## config.mk

```make
export PLATFORM = sky130hd
export DESIGN_NAME = message_queue_with_waiters_top_flat
export DESIGN_NICKNAME = d
export VERILOG_FILES = /design/src/rtl/mqw_pkg.sv /design/src/rtl/mqw_if.sv /design/src/rtl/mqw_ram.sv /design/src/rtl/message_queue_with_waiters_top.sv /design/src/flat_wrapper.sv
export VERILOG_INCLUDE_DIRS = /design/src /design/src/rtl
export SDC_FILE = /design/constraint.sdc
export NUM_CORES = 1
export LEC_CHECK = 0
export BUFFER_PORTS_ARGS = -buffer_cell sky130_fd_sc_hd__buf_2
export CAP_MARGIN = 5
export CORE_MARGIN = 10
export CORE_UTILIZATION = 53
export CTS_CLUSTER_SIZE = 16
export DETAILED_ROUTE_END_ITERATION = 10
export PLACE_DENSITY = 0.7
export SLEW_MARGIN = 0
export SYNTH_ARGS = -nofsm -noshare
export SYNTH_HDL_FRONTEND = slang
export SYNTH_SLANG_ARGS = --single-unit
```

## constraint.sdc

```tcl
create_clock -name clk -period 8.66 [get_ports clk]
set_input_delay 2.165 -clock clk [delete_from_list [all_inputs] [get_ports clk]]
set_output_delay 2.165 -clock clk [all_outputs]
set_load 0.03 [all_outputs]
```

## src/rtl/message_queue_with_waiters_top_defines.svh

```systemverilog
// Assertion macros for the message queue engine.
`ifndef MESSAGE_QUEUE_WITH_WAITERS_TOP_DEFINES_SVH
`define MESSAGE_QUEUE_WITH_WAITERS_TOP_DEFINES_SVH

`ifndef NO_ASSERTIONS
// Property that must hold at every clock edge outside reset.
`define MQW_ASSERT(lbl, prop, msg) \
	lbl: assert property (@(posedge clk) disable iff (!arst_n) (prop)) else $error(msg);
// Condition that must be followed by a consequence in the next cycle.
`define MQW_ASSERT_NEXT(lbl, ante, cons, msg) \
	lbl: assert property (@(posedge clk) disable iff (!arst_n) (ante) |=> (cons)) \
		else $error(msg);
`else
`define MQW_ASSERT(lbl, prop, msg)
`define MQW_ASSERT_NEXT(lbl, ante, cons, msg)
`endif

`endif

```

## src/rtl/mqw_pkg.sv

```systemverilog
// Shared types, field widths and codes of the message queue engine.
`timescale 1ns / 1ps

package mqw_pkg;

	localparam int CMD_W       = 16;
	localparam int PARAM_W     = 32;
	localparam int TASK_W      = 8;
	localparam int PRIO_W      = 8;
	localparam int MSG_W       = CMD_W + PARAM_W;
	localparam int CFG_IDX_W   = 4;
	localparam int CFG_DATA_W  = 8;
	localparam int CAP_FIELD_W = 5;

	typedef logic [1:0]            func_t;
	typedef logic [3:0]            status_t;
	typedef logic [CMD_W-1:0]      cmd_t;
	typedef logic [PARAM_W-1:0]    param_t;
	typedef logic [TASK_W-1:0]     task_t;
	typedef logic [PRIO_W-1:0]     prio_t;
	typedef logic [CFG_IDX_W-1:0]  cfg_index_t;
	typedef logic [CFG_DATA_W-1:0] cfg_data_t;

	localparam func_t FUNC_SEND_REAR  = 2'd0;
	localparam func_t FUNC_SEND_FRONT = 2'd1;
	localparam func_t FUNC_RECEIVE    = 2'd2;
	localparam func_t FUNC_CANCEL     = 2'd3;

	localparam status_t ST_QUEUED       = 4'd0;
	localparam status_t ST_HANDED       = 4'd1;
	localparam status_t ST_FULL         = 4'd2;
	localparam status_t ST_RECEIVED     = 4'd3;
	localparam status_t ST_EMPTY        = 4'd4;
	localparam status_t ST_WAITING      = 4'd5;
	localparam status_t ST_WAITERS_FULL = 4'd6;
	localparam status_t ST_TIMED_OUT    = 4'd7;
	localparam status_t ST_NOT_WAITING  = 4'd8;

	localparam cmd_t CMD_EMPTY = 16'h0000;

	localparam logic MODE_FIFO = 1'b0;
	localparam logic MODE_PRIO = 1'b1;

	localparam cfg_index_t REG_QUEUE_MODE      = 4'd0;
	localparam cfg_index_t REG_BUFFER_CAPACITY = 4'd1;

endpackage

```

## src/rtl/mqw_if.sv

```systemverilog
// Handshake interfaces for the request, result and configuration channels.
`timescale 1ns / 1ps

interface mqw_req_if import mqw_pkg::*; ();
	logic   valid;
	logic   ready;
	func_t  func;
	cmd_t   msg_cmd;
	param_t msg_param;
	task_t  task_id;
	prio_t  task_prio;
	logic   may_wait;

	modport source (output valid, output func, output msg_cmd, output msg_param,
		output task_id, output task_prio, output may_wait, input ready);
	modport sink (input valid, input func, input msg_cmd, input msg_param,
		input task_id, input task_prio, input may_wait, output ready);
endinterface

interface mqw_rsp_if import mqw_pkg::*; ();
	logic    valid;
	logic    ready;
	status_t status;
	cmd_t    out_cmd;
	param_t  out_param;
	task_t   woken_task;

	modport source (output valid, output status, output out_cmd, output out_param,
		output woken_task, input ready);
	modport sink (input valid, input status, input out_cmd, input out_param,
		input woken_task, output ready);
endinterface

interface mqw_cfg_if import mqw_pkg::*; ();
	logic       valid;
	logic       ready;
	cfg_index_t index;
	cfg_data_t  value;

	modport source (output valid, output index, output value, input ready);
	modport sink (input valid, input index, input value, output ready);
endinterface

```

## src/rtl/mqw_ram.sv

```systemverilog
// Generic simple dual-port RAM with one write port and one registered read port.
`timescale 1ns / 1ps

module mqw_ram #(
	parameter int WIDTH = 48,
	parameter int DEPTH = 16,
	localparam int AW = (DEPTH > 1) ? $clog2(DEPTH) : 1
) (
	input  logic             clk,
	input  logic             we,
	input  logic [AW-1:0]    waddr,
	input  logic [WIDTH-1:0] wdata,
	input  logic             re,
	input  logic [AW-1:0]    raddr,
	output logic [WIDTH-1:0] rdata
);

	logic [WIDTH-1:0] mem_q [DEPTH];
	logic [WIDTH-1:0] rdata_q;

	always_ff @(posedge clk) begin
		if (we) begin
			mem_q[waddr] <= wdata;
		end
		if (re) begin
			rdata_q <= mem_q[raddr];
		end
	end

	assign rdata = rdata_q;

endmodule

```

## src/rtl/message_queue_with_waiters_top.sv

```systemverilog
// Message queue engine: message deque and waiting-task list, both held in RAM.
//
//  Channel  Dir  Handshake     Payload
//  req      in   valid/ready   func, msg_cmd, msg_param, task_id, task_prio, may_wait
//  rsp      out  valid/ready   status, out_cmd, out_param, woken_task
//  cfg      in   valid/ready   index, value (ready is always high)
//
// Buffered or failed sends, empty receives and waiter registrations go straight to the finish
// state; a receive from the buffer first reads the message RAM. A handoff or a matching cancel
// reads k waiters (one in arrival mode, all in priority mode, up to the match for a cancel),
// and the m entries behind the chosen one move up, a read and a write each. A cancel that
// matches nothing reads all waiters. A fill count bounds the list, so reset clears no RAM.
// A new item is taken while a result waits on rsp; a finished item then holds until it drains.
`timescale 1ns / 1ps
`include "message_queue_with_waiters_top_defines.svh"

module message_queue_with_waiters_top import mqw_pkg::*; #(
	parameter int BUFFER_DEPTH = 16,
	parameter int MAX_WAITERS  = 16
) (
	input  logic      clk,
	input  logic      arst_n,
	mqw_req_if.sink   req,
	mqw_rsp_if.source rsp,
	mqw_cfg_if.sink   cfg
);

	localparam int CW  = $clog2(BUFFER_DEPTH + 1);
	localparam int BAW = (BUFFER_DEPTH > 1) ? $clog2(BUFFER_DEPTH) : 1;
	localparam int WCW = $clog2(MAX_WAITERS + 1);
	localparam int WAW = (MAX_WAITERS > 1) ? $clog2(MAX_WAITERS) : 1;
	localparam int CAP_RESET = (16 > BUFFER_DEPTH) ? BUFFER_DEPTH : 16;

	localparam logic [2:0] S_IDLE     = 3'd0;
	localparam logic [2:0] S_MSG_RD   = 3'd1;
	localparam logic [2:0] S_SCAN     = 3'd2;
	localparam logic [2:0] S_SHIFT    = 3'd3;
	localparam logic [2:0] S_SHIFT_WR = 3'd4;
	localparam logic [2:0] S_FINISH   = 3'd5;

	localparam logic [1:0] K_FIFO   = 2'd0;
	localparam logic [1:0] K_PRIO   = 2'd1;
	localparam logic [1:0] K_CANCEL = 2'd2;

	typedef struct packed {
		task_t task_id;
		prio_t prio;
	} waiter_t;

	// Control state
	logic [2:0]     state_q, state_d;
	logic           mode_q, mode_d;
	logic [CW-1:0]  cap_q, cap_d;
	logic [BAW-1:0] wp_q, wp_d;
	logic [BAW-1:0] rp_q, rp_d;
	logic [CW-1:0]  msg_count_q, msg_count_d;
	logic [WCW-1:0] wcount_q, wcount_d;
	logic           rsp_valid_q, rsp_valid_d;

	// Working and result registers
	logic [1:0]     kind_q, kind_d;
	cmd_t           itm_cmd_q, itm_cmd_d;
	param_t         itm_param_q, itm_param_d;
	task_t          itm_task_q, itm_task_d;
	logic [WAW-1:0] chk_idx_q, chk_idx_d;
	logic [WAW-1:0] best_idx_q, best_idx_d;
	prio_t          best_prio_q, best_prio_d;
	task_t          best_task_q, best_task_d;
	status_t        res_status_q, res_status_d;
	cmd_t           res_cmd_q, res_cmd_d;
	param_t         res_param_q, res_param_d;
	task_t          res_woken_q, res_woken_d;
	status_t        rsp_status_q, rsp_status_d;
	cmd_t           rsp_cmd_q, rsp_cmd_d;
	param_t         rsp_param_q, rsp_param_d;
	task_t          rsp_woken_q, rsp_woken_d;

	// RAM ports
	logic             m_we, m_re;
	logic [BAW-1:0]   m_waddr, m_raddr;
	logic [MSG_W-1:0] m_wdata, m_rdata;
	logic             w_we, w_re;
	logic [WAW-1:0]   w_waddr, w_raddr;
	waiter_t          w_wdata, w_rdata;

	logic           req_fire, cfg_fire, rsp_free;
	logic [CW-1:0]  cap_m1;
	logic [BAW-1:0] wp_inc, rp_inc, rp_dec;
	logic           chk_last, sh_last, w_upd;

	assign req.ready = (state_q == S_IDLE);
	assign cfg.ready = 1'b1;
	assign req_fire  = req.valid && req.ready;
	assign cfg_fire  = cfg.valid;
	assign rsp_free  = !rsp_valid_q || rsp.ready;

	assign rsp.valid      = rsp_valid_q;
	assign rsp.status     = rsp_status_q;
	assign rsp.out_cmd    = rsp_cmd_q;
	assign rsp.out_param  = rsp_param_q;
	assign rsp.woken_task = rsp_woken_q;

	// Ring pointers wrap at the configured capacity, not at the RAM depth.
	assign cap_m1 = cap_q - CW'(1);
	assign wp_inc = ((CW'(wp_q) + CW'(1)) == cap_q) ? '0 : wp_q + BAW'(1);
	assign rp_inc = ((CW'(rp_q) + CW'(1)) == cap_q) ? '0 : rp_q + BAW'(1);
	assign rp_dec = (rp_q == '0) ? cap_m1[BAW-1:0] : rp_q - BAW'(1);

	assign chk_last = (WCW'(chk_idx_q) + WCW'(1)) == wcount_q;
	assign sh_last  = (WCW'(best_idx_q) + WCW'(1)) == wcount_q;
	assign w_upd    = (chk_idx_q == '0) || (w_rdata.prio < best_prio_q);

	always_comb begin
		state_d      = state_q;
		mode_d       = mode_q;
		cap_d        = cap_q;
		wp_d         = wp_q;
		rp_d         = rp_q;
		msg_count_d  = msg_count_q;
		wcount_d     = wcount_q;
		kind_d       = kind_q;
		itm_cmd_d    = itm_cmd_q;
		itm_param_d  = itm_param_q;
		itm_task_d   = itm_task_q;
		chk_idx_d    = chk_idx_q;
		best_idx_d   = best_idx_q;
		best_prio_d  = best_prio_q;
		best_task_d  = best_task_q;
		res_status_d = res_status_q;
		res_cmd_d    = res_cmd_q;
		res_param_d  = res_param_q;
		res_woken_d  = res_woken_q;
		rsp_status_d = rsp_status_q;
		rsp_cmd_d    = rsp_cmd_q;
		rsp_param_d  = rsp_param_q;
		rsp_woken_d  = rsp_woken_q;
		rsp_valid_d  = rsp_valid_q && !rsp.ready;

		m_we    = 1'b0;
		m_waddr = wp_q;
		m_wdata = {req.msg_cmd, req.msg_param};
		m_re    = 1'b0;
		m_raddr = rp_q;
		w_we    = 1'b0;
		w_waddr = wcount_q[WAW-1:0];
		w_wdata = '{task_id: req.task_id, prio: req.task_prio};
		w_re    = 1'b0;
		w_raddr = chk_idx_q + WAW'(1);

		unique case (state_q)
			S_IDLE: begin
				if (req_fire) begin
					itm_cmd_d   = req.msg_cmd;
					itm_param_d = req.msg_param;
					itm_task_d  = req.task_id;
					res_cmd_d   = CMD_EMPTY;
					res_param_d = '0;
					res_woken_d = '0;
					chk_idx_d   = '0;
					best_idx_d  = '0;
					state_d     = S_FINISH;
					unique case (req.func)
						FUNC_SEND_REAR, FUNC_SEND_FRONT: begin
							if (wcount_q != '0) begin
								kind_d  = (mode_q == MODE_PRIO) ? K_PRIO : K_FIFO;
								w_re    = 1'b1;
								w_raddr = '0;
								state_d = S_SCAN;
							end else if (msg_count_q < cap_q) begin
								m_we = 1'b1;
								if (req.func == FUNC_SEND_REAR) begin
									m_waddr = wp_q;
									wp_d    = wp_inc;
								end else begin
									m_waddr = rp_dec;
									rp_d    = rp_dec;
								end
								msg_count_d  = msg_count_q + CW'(1);
								res_status_d = ST_QUEUED;
							end else begin
								res_status_d = ST_FULL;
							end
						end
						FUNC_RECEIVE: begin
							if (msg_count_q != '0 && cap_q != '0) begin
								m_re         = 1'b1;
								m_raddr      = rp_q;
								rp_d         = rp_inc;
								msg_count_d  = msg_count_q - CW'(1);
								res_status_d = ST_RECEIVED;
								state_d      = S_MSG_RD;
							end else if (!req.may_wait) begin
								res_status_d = ST_EMPTY;
							end else if (wcount_q >= WCW'(MAX_WAITERS)) begin
								res_status_d = ST_WAITERS_FULL;
							end else begin
								w_we         = 1'b1;
								w_waddr      = wcount_q[WAW-1:0];
								wcount_d     = wcount_q + WCW'(1);
								res_status_d = ST_WAITING;
							end
						end
						FUNC_CANCEL: begin
							if (wcount_q == '0) begin
								res_status_d = ST_NOT_WAITING;
							end else begin
								kind_d  = K_CANCEL;
								w_re    = 1'b1;
								w_raddr = '0;
								state_d = S_SCAN;
							end
						end
					endcase
				end
			end
			S_MSG_RD: begin
				res_cmd_d   = m_rdata[MSG_W-1:PARAM_W];
				res_param_d = m_rdata[PARAM_W-1:0];
				state_d     = S_FINISH;
			end
			S_SCAN: begin
				// The entry read last cycle is judged while the next one is fetched.
				chk_idx_d = chk_idx_q + WAW'(1);
				w_re      = !chk_last;
				unique case (kind_q)
					K_FIFO: begin
						best_idx_d   = chk_idx_q;
						res_status_d = ST_HANDED;
						res_cmd_d    = itm_cmd_q;
						res_param_d  = itm_param_q;
						res_woken_d  = w_rdata.task_id;
						state_d      = S_SHIFT;
					end
					K_PRIO: begin
						if (w_upd) begin
							best_idx_d  = chk_idx_q;
							best_prio_d = w_rdata.prio;
							best_task_d = w_rdata.task_id;
						end
						if (chk_last) begin
							res_status_d = ST_HANDED;
							res_cmd_d    = itm_cmd_q;
							res_param_d  = itm_param_q;
							res_woken_d  = w_upd ? w_rdata.task_id : best_task_q;
							state_d      = S_SHIFT;
						end
					end
					K_CANCEL: begin
						if (w_rdata.task_id == itm_task_q) begin
							best_idx_d   = chk_idx_q;
							res_status_d = ST_TIMED_OUT;
							state_d      = S_SHIFT;
						end else if (chk_last) begin
							res_status_d = ST_NOT_WAITING;
							state_d      = S_FINISH;
						end
					end
					default: begin
						state_d = S_FINISH;
					end
				endcase
			end
			S_SHIFT: begin
				// Close the gap: each entry behind the removed one moves up by one.
				if (sh_last) begin
					wcount_d = wcount_q - WCW'(1);
					state_d  = S_FINISH;
				end else begin
					w_re    = 1'b1;
					w_raddr = best_idx_q + WAW'(1);
					state_d = S_SHIFT_WR;
				end
			end
			S_SHIFT_WR: begin
				w_we       = 1'b1;
				w_waddr    = best_idx_q;
				w_wdata    = w_rdata;
				best_idx_d = best_idx_q + WAW'(1);
				state_d    = S_SHIFT;
			end
			S_FINISH: begin
				if (rsp_free) begin
					rsp_valid_d  = 1'b1;
					rsp_status_d = res_status_q;
					rsp_cmd_d    = res_cmd_q;
					rsp_param_d  = res_param_q;
					rsp_woken_d  = res_woken_q;
					state_d      = S_IDLE;
				end
			end
			default: begin
				state_d = S_IDLE;
			end
		endcase

		// A capacity write empties the buffer and overrides any pointer update.
		if (cfg_fire) begin
			if (cfg.index == REG_QUEUE_MODE) begin
				mode_d = cfg.value[0];
			end else if (cfg.index == REG_BUFFER_CAPACITY) begin
				if (32'(cfg.value[CAP_FIELD_W-1:0]) > 32'(BUFFER_DEPTH)) begin
					cap_d = CW'(BUFFER_DEPTH);
				end else begin
					cap_d = CW'(cfg.value[CAP_FIELD_W-1:0]);
				end
				wp_d        = '0;
				rp_d        = '0;
				msg_count_d = '0;
			end
		end
	end

	always_ff @(posedge clk or negedge arst_n) begin
		if (!arst_n) begin
			state_q     <= S_IDLE;
			mode_q      <= MODE_FIFO;
			cap_q       <= CW'(CAP_RESET);
			wp_q        <= '0;
			rp_q        <= '0;
			msg_count_q <= '0;
			wcount_q    <= '0;
			rsp_valid_q <= 1'b0;
		end else begin
			state_q     <= state_d;
			mode_q      <= mode_d;
			cap_q       <= cap_d;
			wp_q        <= wp_d;
			rp_q        <= rp_d;
			msg_count_q <= msg_count_d;
			wcount_q    <= wcount_d;
			rsp_valid_q <= rsp_valid_d;
		end
	end

	always_ff @(posedge clk) begin
		kind_q       <= kind_d;
		itm_cmd_q    <= itm_cmd_d;
		itm_param_q  <= itm_param_d;
		itm_task_q   <= itm_task_d;
		chk_idx_q    <= chk_idx_d;
		best_idx_q   <= best_idx_d;
		best_prio_q  <= best_prio_d;
		best_task_q  <= best_task_d;
		res_status_q <= res_status_d;
		res_cmd_q    <= res_cmd_d;
		res_param_q  <= res_param_d;
		res_woken_q  <= res_woken_d;
		rsp_status_q <= rsp_status_d;
		rsp_cmd_q    <= rsp_cmd_d;
		rsp_param_q  <= rsp_param_d;
		rsp_woken_q  <= rsp_woken_d;
	end

	mqw_ram #(
		.WIDTH(MSG_W),
		.DEPTH(BUFFER_DEPTH)
	) u_msg_ram (
		.clk  (clk),
		.we   (m_we),
		.waddr(m_waddr),
		.wdata(m_wdata),
		.re   (m_re),
		.raddr(m_raddr),
		.rdata(m_rdata)
	);

	mqw_ram #(
		.WIDTH($bits(waiter_t)),
		.DEPTH(MAX_WAITERS)
	) u_waiter_ram (
		.clk  (clk),
		.we   (w_we),
		.waddr(w_waddr),
		.wdata(w_wdata),
		.re   (w_re),
		.raddr(w_raddr),
		.rdata(w_rdata)
	);

	`MQW_ASSERT(a_count_within_cap, msg_count_q <= cap_q, "message count above capacity")
	`MQW_ASSERT(a_waiters_bounded, wcount_q <= WCW'(MAX_WAITERS), "waiter count above limit")
	`MQW_ASSERT_NEXT(a_cap_write_empties, cfg.valid && cfg.index == REG_BUFFER_CAPACITY, msg_count_q == '0 && wp_q == '0 && rp_q == '0, "capacity write did not empty the buffer")

endmodule

```

## src/flat_wrapper.sv

```systemverilog
// flat-port wrapper written by rule: the top's interface ports become plain ports
module message_queue_with_waiters_top_flat import mqw_pkg::*;
#(
	parameter int BUFFER_DEPTH = 16,
	parameter int MAX_WAITERS  = 16
)
  (clk, arst_n, req_valid, req_func, req_msg_cmd, req_msg_param, req_task_id, req_task_prio, req_may_wait, req_ready, rsp_valid, rsp_status, rsp_out_cmd, rsp_out_param, rsp_woken_task, rsp_ready, cfg_valid, cfg_index, cfg_value, cfg_ready);
  mqw_req_if req_i ();
  mqw_rsp_if rsp_i ();
  mqw_cfg_if cfg_i ();
  input  logic clk;
  input  logic arst_n;
  input wire logic [$bits(req_i.valid)-1:0] req_valid;
  input wire logic [$bits(req_i.func)-1:0] req_func;
  input wire logic [$bits(req_i.msg_cmd)-1:0] req_msg_cmd;
  input wire logic [$bits(req_i.msg_param)-1:0] req_msg_param;
  input wire logic [$bits(req_i.task_id)-1:0] req_task_id;
  input wire logic [$bits(req_i.task_prio)-1:0] req_task_prio;
  input wire logic [$bits(req_i.may_wait)-1:0] req_may_wait;
  output wire logic [$bits(req_i.ready)-1:0] req_ready;
  output wire logic [$bits(rsp_i.valid)-1:0] rsp_valid;
  output wire logic [$bits(rsp_i.status)-1:0] rsp_status;
  output wire logic [$bits(rsp_i.out_cmd)-1:0] rsp_out_cmd;
  output wire logic [$bits(rsp_i.out_param)-1:0] rsp_out_param;
  output wire logic [$bits(rsp_i.woken_task)-1:0] rsp_woken_task;
  input wire logic [$bits(rsp_i.ready)-1:0] rsp_ready;
  input wire logic [$bits(cfg_i.valid)-1:0] cfg_valid;
  input wire logic [$bits(cfg_i.index)-1:0] cfg_index;
  input wire logic [$bits(cfg_i.value)-1:0] cfg_value;
  output wire logic [$bits(cfg_i.ready)-1:0] cfg_ready;
  assign req_i.valid = req_valid;
  assign req_i.func = req_func;
  assign req_i.msg_cmd = req_msg_cmd;
  assign req_i.msg_param = req_msg_param;
  assign req_i.task_id = req_task_id;
  assign req_i.task_prio = req_task_prio;
  assign req_i.may_wait = req_may_wait;
  assign req_ready = req_i.ready;
  assign rsp_valid = rsp_i.valid;
  assign rsp_status = rsp_i.status;
  assign rsp_out_cmd = rsp_i.out_cmd;
  assign rsp_out_param = rsp_i.out_param;
  assign rsp_woken_task = rsp_i.woken_task;
  assign rsp_i.ready = rsp_ready;
  assign cfg_i.valid = cfg_valid;
  assign cfg_i.index = cfg_index;
  assign cfg_i.value = cfg_value;
  assign cfg_ready = cfg_i.ready;
  message_queue_with_waiters_top #(.BUFFER_DEPTH(BUFFER_DEPTH), .MAX_WAITERS(MAX_WAITERS)) u_core (.clk(clk), .arst_n(arst_n), .req(req_i), .rsp(rsp_i), .cfg(cfg_i));
endmodule
```

Word-level counts from Yosys, hierarchy flattened

Memories as Yosys holds them, arrays and structs flattened. A register that Yosys moved wholly into a read port is not among the register bits.
Index checks and enable logic that the tools add are counted.

Flip-flop bits (word level): 230
Bits in writable memories: 1,024
Bits of input ports: 84
Output and inout port bits: 63
Logic and storage cells: 244
Memories: 2

$add $sub $neg: 14
Order comparisons: 4
Eq/ne operators: 33
Muxes and demuxes: 128
Bitwise operators: 1
Reduce and logical (&&, ||, !) cells: 38

Memories:

| memory                    | words | bits a word | rd ports | clocked after Yosys merged registers in | wr ports | line          | text |
|---|---|---|---|---|---|---|---|
| u_core.u_msg_ram.mem_q    | 16    | 48          | 1        | 1                                       | 1        | mqw_ram.sv:18 | `logic [WIDTH-1:0] mem_q [DEPTH];` |
| u_core.u_waiter_ram.mem_q | 16    | 16          | 1        | 1                                       | 1        | mqw_ram.sv:18 |  |

Operator list:

| operator              | number |
|---|---|
| $mux W4               | 43 |
| $pmux W32 S3          | 1 |
| $mux W5               | 15 |
| $mux W32              | 2 |
| $pmux W32 S2          | 1 |
| $mux W16              | 3 |
| $pmux W16 S3          | 1 |
| $pmux W4 S3           | 4 |
| $pmux W4 S2           | 5 |
| $pmux W16 S2          | 1 |
| $pmux W8 S2           | 2 |
| $mux W1               | 26 |
| $mux W3               | 8 |
| $mux W8               | 3 |
| $add A4 B1 Y5 const B | 4 |
| $eq A5 B5 Y1          | 4 |
| $pmux W5 S2           | 2 |
| $pmux W3 S3           | 2 |
| $pmux W3 S6           | 1 |
| $add A4 B1 Y4 const B | 4 |
| $reduce_bool A5 Y1    | 3 |
| $reduce_and A7 Y1     | 2 |
| $logic_not A4 Y1      | 3 |
| $ne A2 B2 Y1 const B  | 6 |
| other kinds (37)      | 72 |

Depth between registers and ports, before layout

Gate-level depths: netlist (run 1).

Word-level depth: 12
Mapped depth: 13
Gate-level depth less buffers: 11

By module

A second synthesis (run 1) with hierarchy kept.

Cell total of the unflattened synthesis: 2,446
Area, all modules: 50,639.8 µm²

Modules (own cells, without submodules):

| module                         | instances | cells an instance | area an instance (µm²) | sequential area each (µm²) |
|---|---|---|---|---|
| mqw_ram (u_core.u_msg_ram)     | 1         | 1,242             | 30,171.4               | 24,503.5 |
| message_queue_with_waiters_top | 1         | 772               | 10,266.1               | 6,767.7 |
| mqw_ram (u_core.u_waiter_ram)  | 1         | 432               | 10,202.3               | 8,167.8 |

Worst setup path before layout (run 1)

OpenSTA, ideal clock, no wires.

Kind: input to register
Start point: input req_valid
End point: register u_core.msg_count_q[3]
Library setup time: 131 ps
Data arrival time: 7,875 ps
Required time: 8,529 ps
Setup slack: 654 ps
Cell stages on the path: 7
Path buffers: 1
Path through: nand2_1 -> clkbuf_1 -> nor4_1 -> nor4b_1 -> a41oi_1 -> xor2_1 -> nor2_1

Cells in the longest elaborated chain, start to end: 6

Ends and longest elaborated chain:

| item                      | line                                  | text |
|---|---|---|
| start: declaration        | flat_wrapper.sv:13                    | `input wire logic [$bits(req_i.valid)-1:0] req_valid;` |
| $logic_and A1 B1 Y1 (*)   | message_queue_with_waiters_top.sv:93  | `assign req_fire = req.valid && req.ready;` |
| $mux W5 (*)               | message_queue_with_waiters_top.sv:152 | `if (req_fire) begin` |
| $mux W5 (*)               | message_queue_with_waiters_top.sv:150 | `unique case (state_q)` |
| $mux W5                   | message_queue_with_waiters_top.sv:300 | `end else if (cfg.index == REG_BUFFER_CAPACITY) begin` |
| $mux W5                   | message_queue_with_waiters_top.sv:298 | `if (cfg.index == REG_QUEUE_MODE) begin` |
| $mux W5 (*)               | message_queue_with_waiters_top.sv:297 | `if (cfg_fire) begin` |
| net u_core.msg_count_d[3] | message_queue_with_waiters_top.sv:56  | `logic [CW-1:0] msg_count_q, msg_count_d;` |
| end signal: assignment    | message_queue_with_waiters_top.sv:329 | `msg_count_q <= msg_count_d;` |
| end: declaration          | message_queue_with_waiters_top.sv:56  |  |

The timed path passes the listed nets; every way through them passes the cells marked *.
A chain may end at the register's enable or synchronous reset.

Worst setup path after layout (run 1)

Start point: input req_valid
End point: memory u_core.u_msg_ram.mem_q[9][29] (enable)

Cells in the longest elaborated chain, start to end: 5
Elaborated cells between the ends (all ways): 7
Those cells by class: 6 x mux; 1 x reduce/logical

Ends and longest elaborated chain:

| item                          | line                                  | text |
|---|---|---|
| $logic_and A1 B1 Y1 (*)       | message_queue_with_waiters_top.sv:93  |  |
| $mux W1                       | message_queue_with_waiters_top.sv:152 |  |
| $mux W1                       | message_queue_with_waiters_top.sv:150 |  |
| $mux W1                       | mqw_ram.sv:22                         | `if (we) begin` |
| $mux W1 (not written as such) | mqw_ram.sv:23                         | `mem_q[waddr] <= wdata;` |
| end: declaration              | mqw_ram.sv:18                         |  |

Mark *: on every way between the ends. The rest lies on a longest branch, timed or not.

==> impl_metrics.json, run 1 <==
{
  "die_height_microns": 331,
  "flip_flop_and_latch_count_after_synthesis": 1318,
  "grt.met2_usage": 0.342,
  "post_cts_buffers": 0,
  "critical_path.top_delay_family": "simple AND/OR/NAND/NOR gates",
  "clock.fmax_mhz": 185,
  "synth_ff_type": "edfxtp_1",
  "critical_path_arrival_ns": 5.78,
  "globalRoute.totalOverflow": 0,
  "grt_use_total": 0.211,
  "timing.critical_path.slowest_cell_delay_ns": 1.00,
  "finalSetupViolations": 0,
  "initial_cell_density_of_the_core": 0.536,
  "fin_worst_skew_ns": 0.0280,
  "layout.nets": 2897,
  "mostFrequentLayoutCells": "edfxtp_1 (1,290), mux4_2 (240), nand2_1 (208)",
  "drt_pass_1_iters": 5,
  "totalNegativeSetupSlack_ns": 0,
  "finalCritPeriodShare": 0.624,
  "remaining_antenna_violation_count_after_routing": 0,
  "timing.critical_path.fanout_max": 24,
  "worstPathCellList": "buf_2 > nand2_1 > nor2_1 > o2111a_1 > nand2_1 > mux2i_1 > nand3_1 > nor2_4 > buf_4",
  "power_density_relative_to_cell_area_nw_per_um2": 300,
  "drc": 0,
  "final_max_slew_viol_count": 0,
  "wire_length_of_the_first_global_routing_pass_microns": 170000,
  "place_ws_ns": 2.56,
  "cts_root_buf": "clkbuf_16",
  "hold_ws_ns": 0.418,
  "finalWirelength_microns": 115000,
  "grt.busiest_layer": "met2",
  "finish.instance_area_sq_um": 57500,
  "cts_tree": "done",
  "worst_setup_hold_path_clk_slew_ns": 0.06,
  "hold_vio_cnt_final": 0,
  "gpl.final_weighted_congestion": 0.837,
  "synth_cell_type_count": 72,
  "hold-path-cell-count": 0,
  "crit_path_frequent_cell": "nand2_1",
  "num_io_pins": 147,
  "path_class": "input pin to flop",
  "gr-usage-met1": 0.287,
  "regToRegSetupSlack_ns": 3.45,
  "timing.hold.worst_endpoint": "u_core.rsp.woken_task[3]$_DFFE_PP_",
  "crit_buf_inv": 2,
  "reg2reg_to": "u_core.u_msg_ram.mem_q[9][29]$_DFFE_PP_",
  "max-clock-path-buffers": 3,
  "postSynthAreaPerCell_sq_um": 19.7,
  "worst_ir_drop_on_vdd_mv": 0.269,
  "grt_pass1_vias": 26009,
  "result_of_the_run": "finished, final reports clean",
  "tightestPinTransition_ns": 1.37,
  "async_flop_share": 0.0212,
  "count_of_port_buffers_added_during_placement": 142,
  "worst_slew_margin_rel": 0.0862,
  "avgViaCountPerCell": 6.15,
  "r2r_start": "u_core.rp_q[0]$_DFF_PN0_",
  "fin_crit_ns": 5.40,
  "cts_resizes": 0,
  "clock_tree.htree_level_count": 4,
  "placementRows": 113,
  "post_synth_inst_count": 2591,
  "drt_first_iter_violations": 3061,
  "dpl-instance-area_sq_um": 53500,
  "use_met3": 0.0450,
  "leading_cell_type_in_the_layout_fill_and_taps_excluded": "edfxtp_1",
  "fp.dieArea_sq_um": 109000,
  "hpwl_microns": 59500,
  "cp.required_ns": 9.04,
  "core_region_area_sq_um": 95300,
  "worst-r2r-cell-count": 12,
  "clk-insertion-delay-late_ns": 0.73,
  "post_route_cells_drive_above_1_share": 0.239,
  "start_kind": "input pin",
  "unrepaired_setup_endpoints_after_global_routing": "false",
  "tritoncts_num_sinks": 1318,
  "netlist_area_sq_um": 51100,
  "leakage_uw": 0.0185,
  "synthToLayoutAreaGrowth_pct": 12.5,
  "capturing_element_type_of_the_critical_path": "flop",
  "p_total_uw": 17300,
  "finalWorstSetupSlack_ns": 3.26,
  "min-delay-start": "u_core.res_woken_q[3]$_SDFFCE_PN0P_",
  "post_synthesis_sequential_area_ratio": 0.772,
  "max-cap-violations": 0,
  "synth_enable_flop_cells": 1290,
  "critPathSlowestCell": "nor2_4",
  "routedWlPerCell_microns": 27.6,
  "route.vias.total": 25607,
  "synthesized_net_count": 2698,
  "clock_buffers_created_by_tritoncts": 132,
  "antenna_found_initial": 17,
  "yosys_warnings": 0,
  "die-width_microns": 331,
  "class_of_the_tightest_hold_or_removal_check": "flop to flop",
  "cts_hold_buffers": 0,
  "grt_max_degree": 73
}
## logic make-up after synthesis
| logic type | count (synthesis) | share of synthesized area |
|---|---|---|
| and+or+nand+nor | 449 | 0.0408 |
| muxes | 305 | 0.119 |
| other | 1 | 0.0000734 |
| AOI/OAI and AO/OA | 284 | 0.0416 |
| adders and majority gates | 23 | 0.00578 |
| buffers and inverters | 172 | 0.0142 |
| DFF | 1318 | 0.772 |
| xor gates and xnor gates | 39 | 0.00695 |
## worst reg2reg max path, stage by stage, from the launching register on
cell,delay [ns]
dfrtp_4,0.67
inv_1,0.20
ha_1,0.25
nor3b_1,0.40
nor2_1,0.07
a21oi_1,0.50
a31oi_1,0.17
nor3_1,0.20
o32ai_1,0.14
a21oi_1,0.36
nand3_1,0.40
nor2_4,1.00
buf_4,0.50
## sequential cells by signal, indices dropped and copies added, names as in the netlist, 16 cells and up
register / count
u_core.itm_param_q: 32
u_core.u_msg_ram.mem_q: 768
u_core.u_waiter_ram.mem_q: 256
u_core.rsp.out_param: 32
u_core.res_cmd_q: 16
u_core.itm_cmd_q: 16
u_core.u_msg_ram.rdata: 48
u_core.u_waiter_ram.rdata: 16
u_core.res_param_q: 32
u_core.rsp.out_cmd: 16
## cell type report
cell class                      instances  area (sq um)
Fill cell                            6694         37800
Timing Repair Buffer                  203          1170
Inverter                               34           131
Clock inverter                         71           514
Antenna cell                            4          10.0
Tap cell                             1265          1580
Multi-Input combinational cell       1101         11100
Sequential cell                      1318         39500
Clock buffer                          165          3520
## cells in the mapped netlist, types with 7 or more instances
library cell,count,area share
a211oi_2,11,0.0027
xnor2_1,27,0.0046
nor3_1,17,0.0017
nand3b_1,9,0.0013
a211oi_1,36,0.0053
buf_1,27,0.0020
a31oi_1,43,0.0053
nor2_1,82,0.0060
o32ai_1,16,0.0027
ha_1,22,0.0054
edfxtp_1,1290,0.76
buf_4,8,0.0012
nor2b_1,7,0.00086
a21o_1,11,0.0016
nand2_1,208,0.015
nor4_1,7,0.00086
clkbuf_1,80,0.0059
buf_2,20,0.0020
and2_1,16,0.0020
and3_1,19,0.0023
and2_0,35,0.0043
mux2_2,18,0.0040
o21ai_0,33,0.0032
a221o_1,15,0.0029
mux4_2,240,0.11
a22o_1,51,0.0087
xor2_1,11,0.0019
dfrtp_1,27,0.013
mux2i_1,47,0.0092
inv_1,32,0.0024
a21oi_1,33,0.0032
nor3b_1,7,0.0010
nand3_1,19,0.0019
## metal layers
layer | up-vias | part of all wire
met4 | 20 | 0.023
met3 | 224 | 0.083
met1 | 13294 | 0.40
li1 | 10923 | -
met2 | 1146 | 0.49
met5 | - | 0.0011
## worst max path at each step
stage	to	slack [ns]	cells after the start	from
2_1_floorplan	u_core.msg_count_q[3]$_DFF_PN0_	0.65	7	req_valid
3_3_place_gp	u_core.u_msg_ram.mem_q[9][37]$_DFFE_PP_	2.72	9	req_valid
3_5_place_dp	u_core.u_msg_ram.mem_q[9][34]$_DFFE_PP_	2.56	9	req_valid
4_1_cts	u_core.u_msg_ram.mem_q[9][31]$_DFFE_PP_	3.30	9	req_valid
5_1_grt	u_core.u_msg_ram.mem_q[9][30]$_DFFE_PP_	3.10	9	req_valid
6_report	u_core.u_msg_ram.mem_q[9][29]$_DFFE_PP_	3.26	9	req_valid
## metrics by stage
step,std cells,utilization
detailed placement,3921,0.561
CTS,4157,0.603
floorplan,2591,-
global placement,3921,0.561
global route,4158,0.603
finish,4161,0.603
## report_power, final
group          switching, uW  internal, uW
sequential               305          7790
combinational           2450          1390
clock                   2320          3010
total                   5080         12200
No activity file was read; power rests on OpenSTA's default activity.
==> run 2: changes to the inputs <==
clock period = 5 ns   (was 8.66 ns; I/O delays follow)
==> run 2 against run 1 <==
Net effect:
- via count increased by 0.59%
- non-clock buffer count increased by 16
- core utilization increased by 0.66 points
- sequential cell count unchanged
- sequential power increased by 73%
- critical path depth increased by 2
- clock skew about the same
- combinational power increased by 77%
- global-route usage increased by 0.060 points
- die area unchanged
- register-to-register slack got worse by 2.8 ns
==> impl_metrics.json, run 2 (synthesized netlist as in run 1, its figures left out) <==
{
  "result_of_the_run": "finished, final reports clean",
  "comb_power_share": 0.224,
  "switching_fraction": 0.292,
  "capturing_element_type_of_the_critical_path": "flop",
  "cts_root_buf": "clkbuf_16",
  "antenna_found_initial": 20,
  "leakage_uw": 0.0188,
  "hpwl_microns": 60400,
  "routedWlPerCell_microns": 27.5,
  "switchingPower_uw": 8910,
  "count_of_port_buffers_added_during_placement": 142,
  "mostFrequentLayoutCells": "edfxtp_1 (1,290), mux4_2 (240), nand2_1 (208)",
  "dpl-instance-area_sq_um": 53900,
  "drc": 0,
  "max-clock-path-buffers": 3,
  "grt_use_total": 0.212,
  "num_io_pins": 147,
  "clock.fmax_mhz": 231,
  "drt_pass_1_iters": 6,
  "path_class": "flop to flop",
  "placementRows": 113,
  "power_density_relative_to_cell_area_nw_per_um2": 525,
  "worst_setup_hold_path_clk_slew_ns": 0.06,
  "grt_pass1_vias": 26080,
  "final_max_slew_viol_count": 0,
  "finalCritPeriodShare": 0.866,
  "clkPwrFrac": 0.318,
  "unrepaired_setup_endpoints_after_global_routing": "false",
  "synthToLayoutAreaGrowth_pct": 13.7,
  "finalWirelength_microns": 115000,
  "class_of_the_tightest_hold_or_removal_check": "flop to flop",
  "drt_first_iter_violations": 2694,
  "route.vias.total": 25758,
  "start_kind": "flop",
  "initial_cell_density_of_the_core": 0.536,
  "cts_hold_buffers": 0,
  "totalNegativeSetupSlack_ns": 0,
  "cts_resizes": 0,
  "post_route_cells_drive_above_1_share": 0.242,
  "post_cts_buffers": 0,
  "max-cap-violations": 0,
  "grt_max_degree": 150,
  "layout.nets": 2911,
  "worst_slew_margin_rel": 0.154,
  "fin_worst_skew_ns": 0.0282,
  "clock_tree.htree_level_count": 4,
  "hold_vio_cnt_final": 0,
  "wire_length_of_the_first_global_routing_pass_microns": 171000,
  "gpl.final_weighted_congestion": 0.812,
  "die_height_microns": 331,
  "hold_ws_ns": 0.412,
  "n_fill_cell": 6599,
  "clk-insertion-delay-late_ns": 0.73,
  "die-width_microns": 331,
  "finish.instance_area_sq_um": 58100,
  "p_total_uw": 30500,
  "leading_cell_type_in_the_layout_fill_and_taps_excluded": "edfxtp_1",
  "clock_buffers_created_by_tritoncts": 130,
  "largest_register": "u_core.u_msg_ram.mem_q",
  "avgViaCountPerCell": 6.16,
  "globalRoute.totalOverflow": 0,
  "remaining_antenna_violation_count_after_routing": 0,
  "cts_tree": "done",
  "fin_crit_ns": 4.33,
  "tightestPinTransition_ns": 1.26,
  "power.share.sequential": 0.458,
  "core_region_area_sq_um": 95300,
  "critical_path_arrival_ns": 4.69,
  "cp.required_ns": 5.36,
  "finalSetupViolations": 0,
  "tritoncts_num_sinks": 1318,
  "worst_ir_drop_on_vdd_mv": 0.758,
  "finish.utilization": 0.610,
  "timing.critical_path.fanout_max": 48,
  "cell_internal_pwr_uw": 21600,
  "fp.dieArea_sq_um": 109000,
  "largest_reg_flops": 768
}
==> run 2: cell types whose count changed in the layout (fill, tap and decap cells not counted), moves of 3 or more <==
cell,delta
clkinv_1,+5
clkinv_2,-12
clkbuf_16,-3
bufinv_16,+8
buf_12,+22
inv_16,+4
buf_4,-6
==> run 2: through the flow <==
step           setup WS, ns  std cells
2_1_floorplan        -0.545       2591
3_3_place_gp          0.707       3937
3_5_place_dp          0.651       3937
4_1_cts               0.777       4174
5_1_grt               0.288       4178
6_report              0.669       4179
==> run 2: layout make-up <==
class,count,area (sq um),area share
well taps,1265,1580,0.0272
repair buffers,219,1560,0.0269
clock inverters,77,837,0.0144
diodes,5,12.5,0.000215
inverters,34,131,0.00226
clock buffers,160,3430,0.0590
multi-input cells,1101,11100,0.191
flip-flops and latches,1318,39400,0.679
==> run 2: power groups by stage <==
| stage | registers, uW | logic (uW) | clock network (uW) |
|---|---|---|---|
| after floorplan | 14200 | 4720 | 0 |
| after global placement | 14200 | 6620 | 0 |
| after detailed placement | 14200 | 6800 | 0 |
| after CTS | 14000 | 6840 | 9850 |
| after global routing | 14000 | 7380 | 10300 |
| final | 14000 | 6820 | 9700 |
==> run 2: metal layers <==
| metal | vias up | routed length [microns] | GRT usage |
|---|---|---|---|
| met4 | 26 | 2490 | 0.0621 |
| li1 | 10970 | - | - |
| met2 | 1119 | 56600 | 0.339 |
| met5 | - | 161 | 0 |
| met1 | 13446 | 46000 | 0.287 |
| met3 | 197 | 9820 | 0.0541 |
==> run 2: worst paths after layout <==
path                                                  start                                endpoint  slack, ns  cells past startpoint
min                        u_core.res_param_q[14]$_DFFE_PP_      u_core.rsp.out_param[14]$_DFFE_PP_       0.41                      0
max                                u_core.rp_q[0]$_DFF_PN0_  u_core.u_msg_ram.mem_q[7][6]$_DFFE_PP_       0.67                     11
min in group asynchronous                            arst_n             u_core.cap_q[1]$_DFFE_PN0P_       0.57                      1
min reg2reg                u_core.res_param_q[14]$_DFFE_PP_      u_core.rsp.out_param[14]$_DFFE_PP_       0.41                      0
max in group asynchronous                            arst_n                u_core.rp_q[1]$_DFF_PN0_       3.91                      1
max reg2reg                        u_core.rp_q[0]$_DFF_PN0_  u_core.u_msg_ram.mem_q[7][6]$_DFFE_PP_       0.67                     11
==> run 2: critical path: stages (launching register included) <==
cell and delay [ns]:
dfrtp_4 0.49, inv_1 0.11, ha_1 0.26, nor3b_1 0.45, nor2_1 0.07, a21oi_1 0.50
nand2_1 0.21, o32ai_1 0.41, a21oi_1 0.25, or3b_2 0.65, nor2_4 0.15, buf_12 0.35
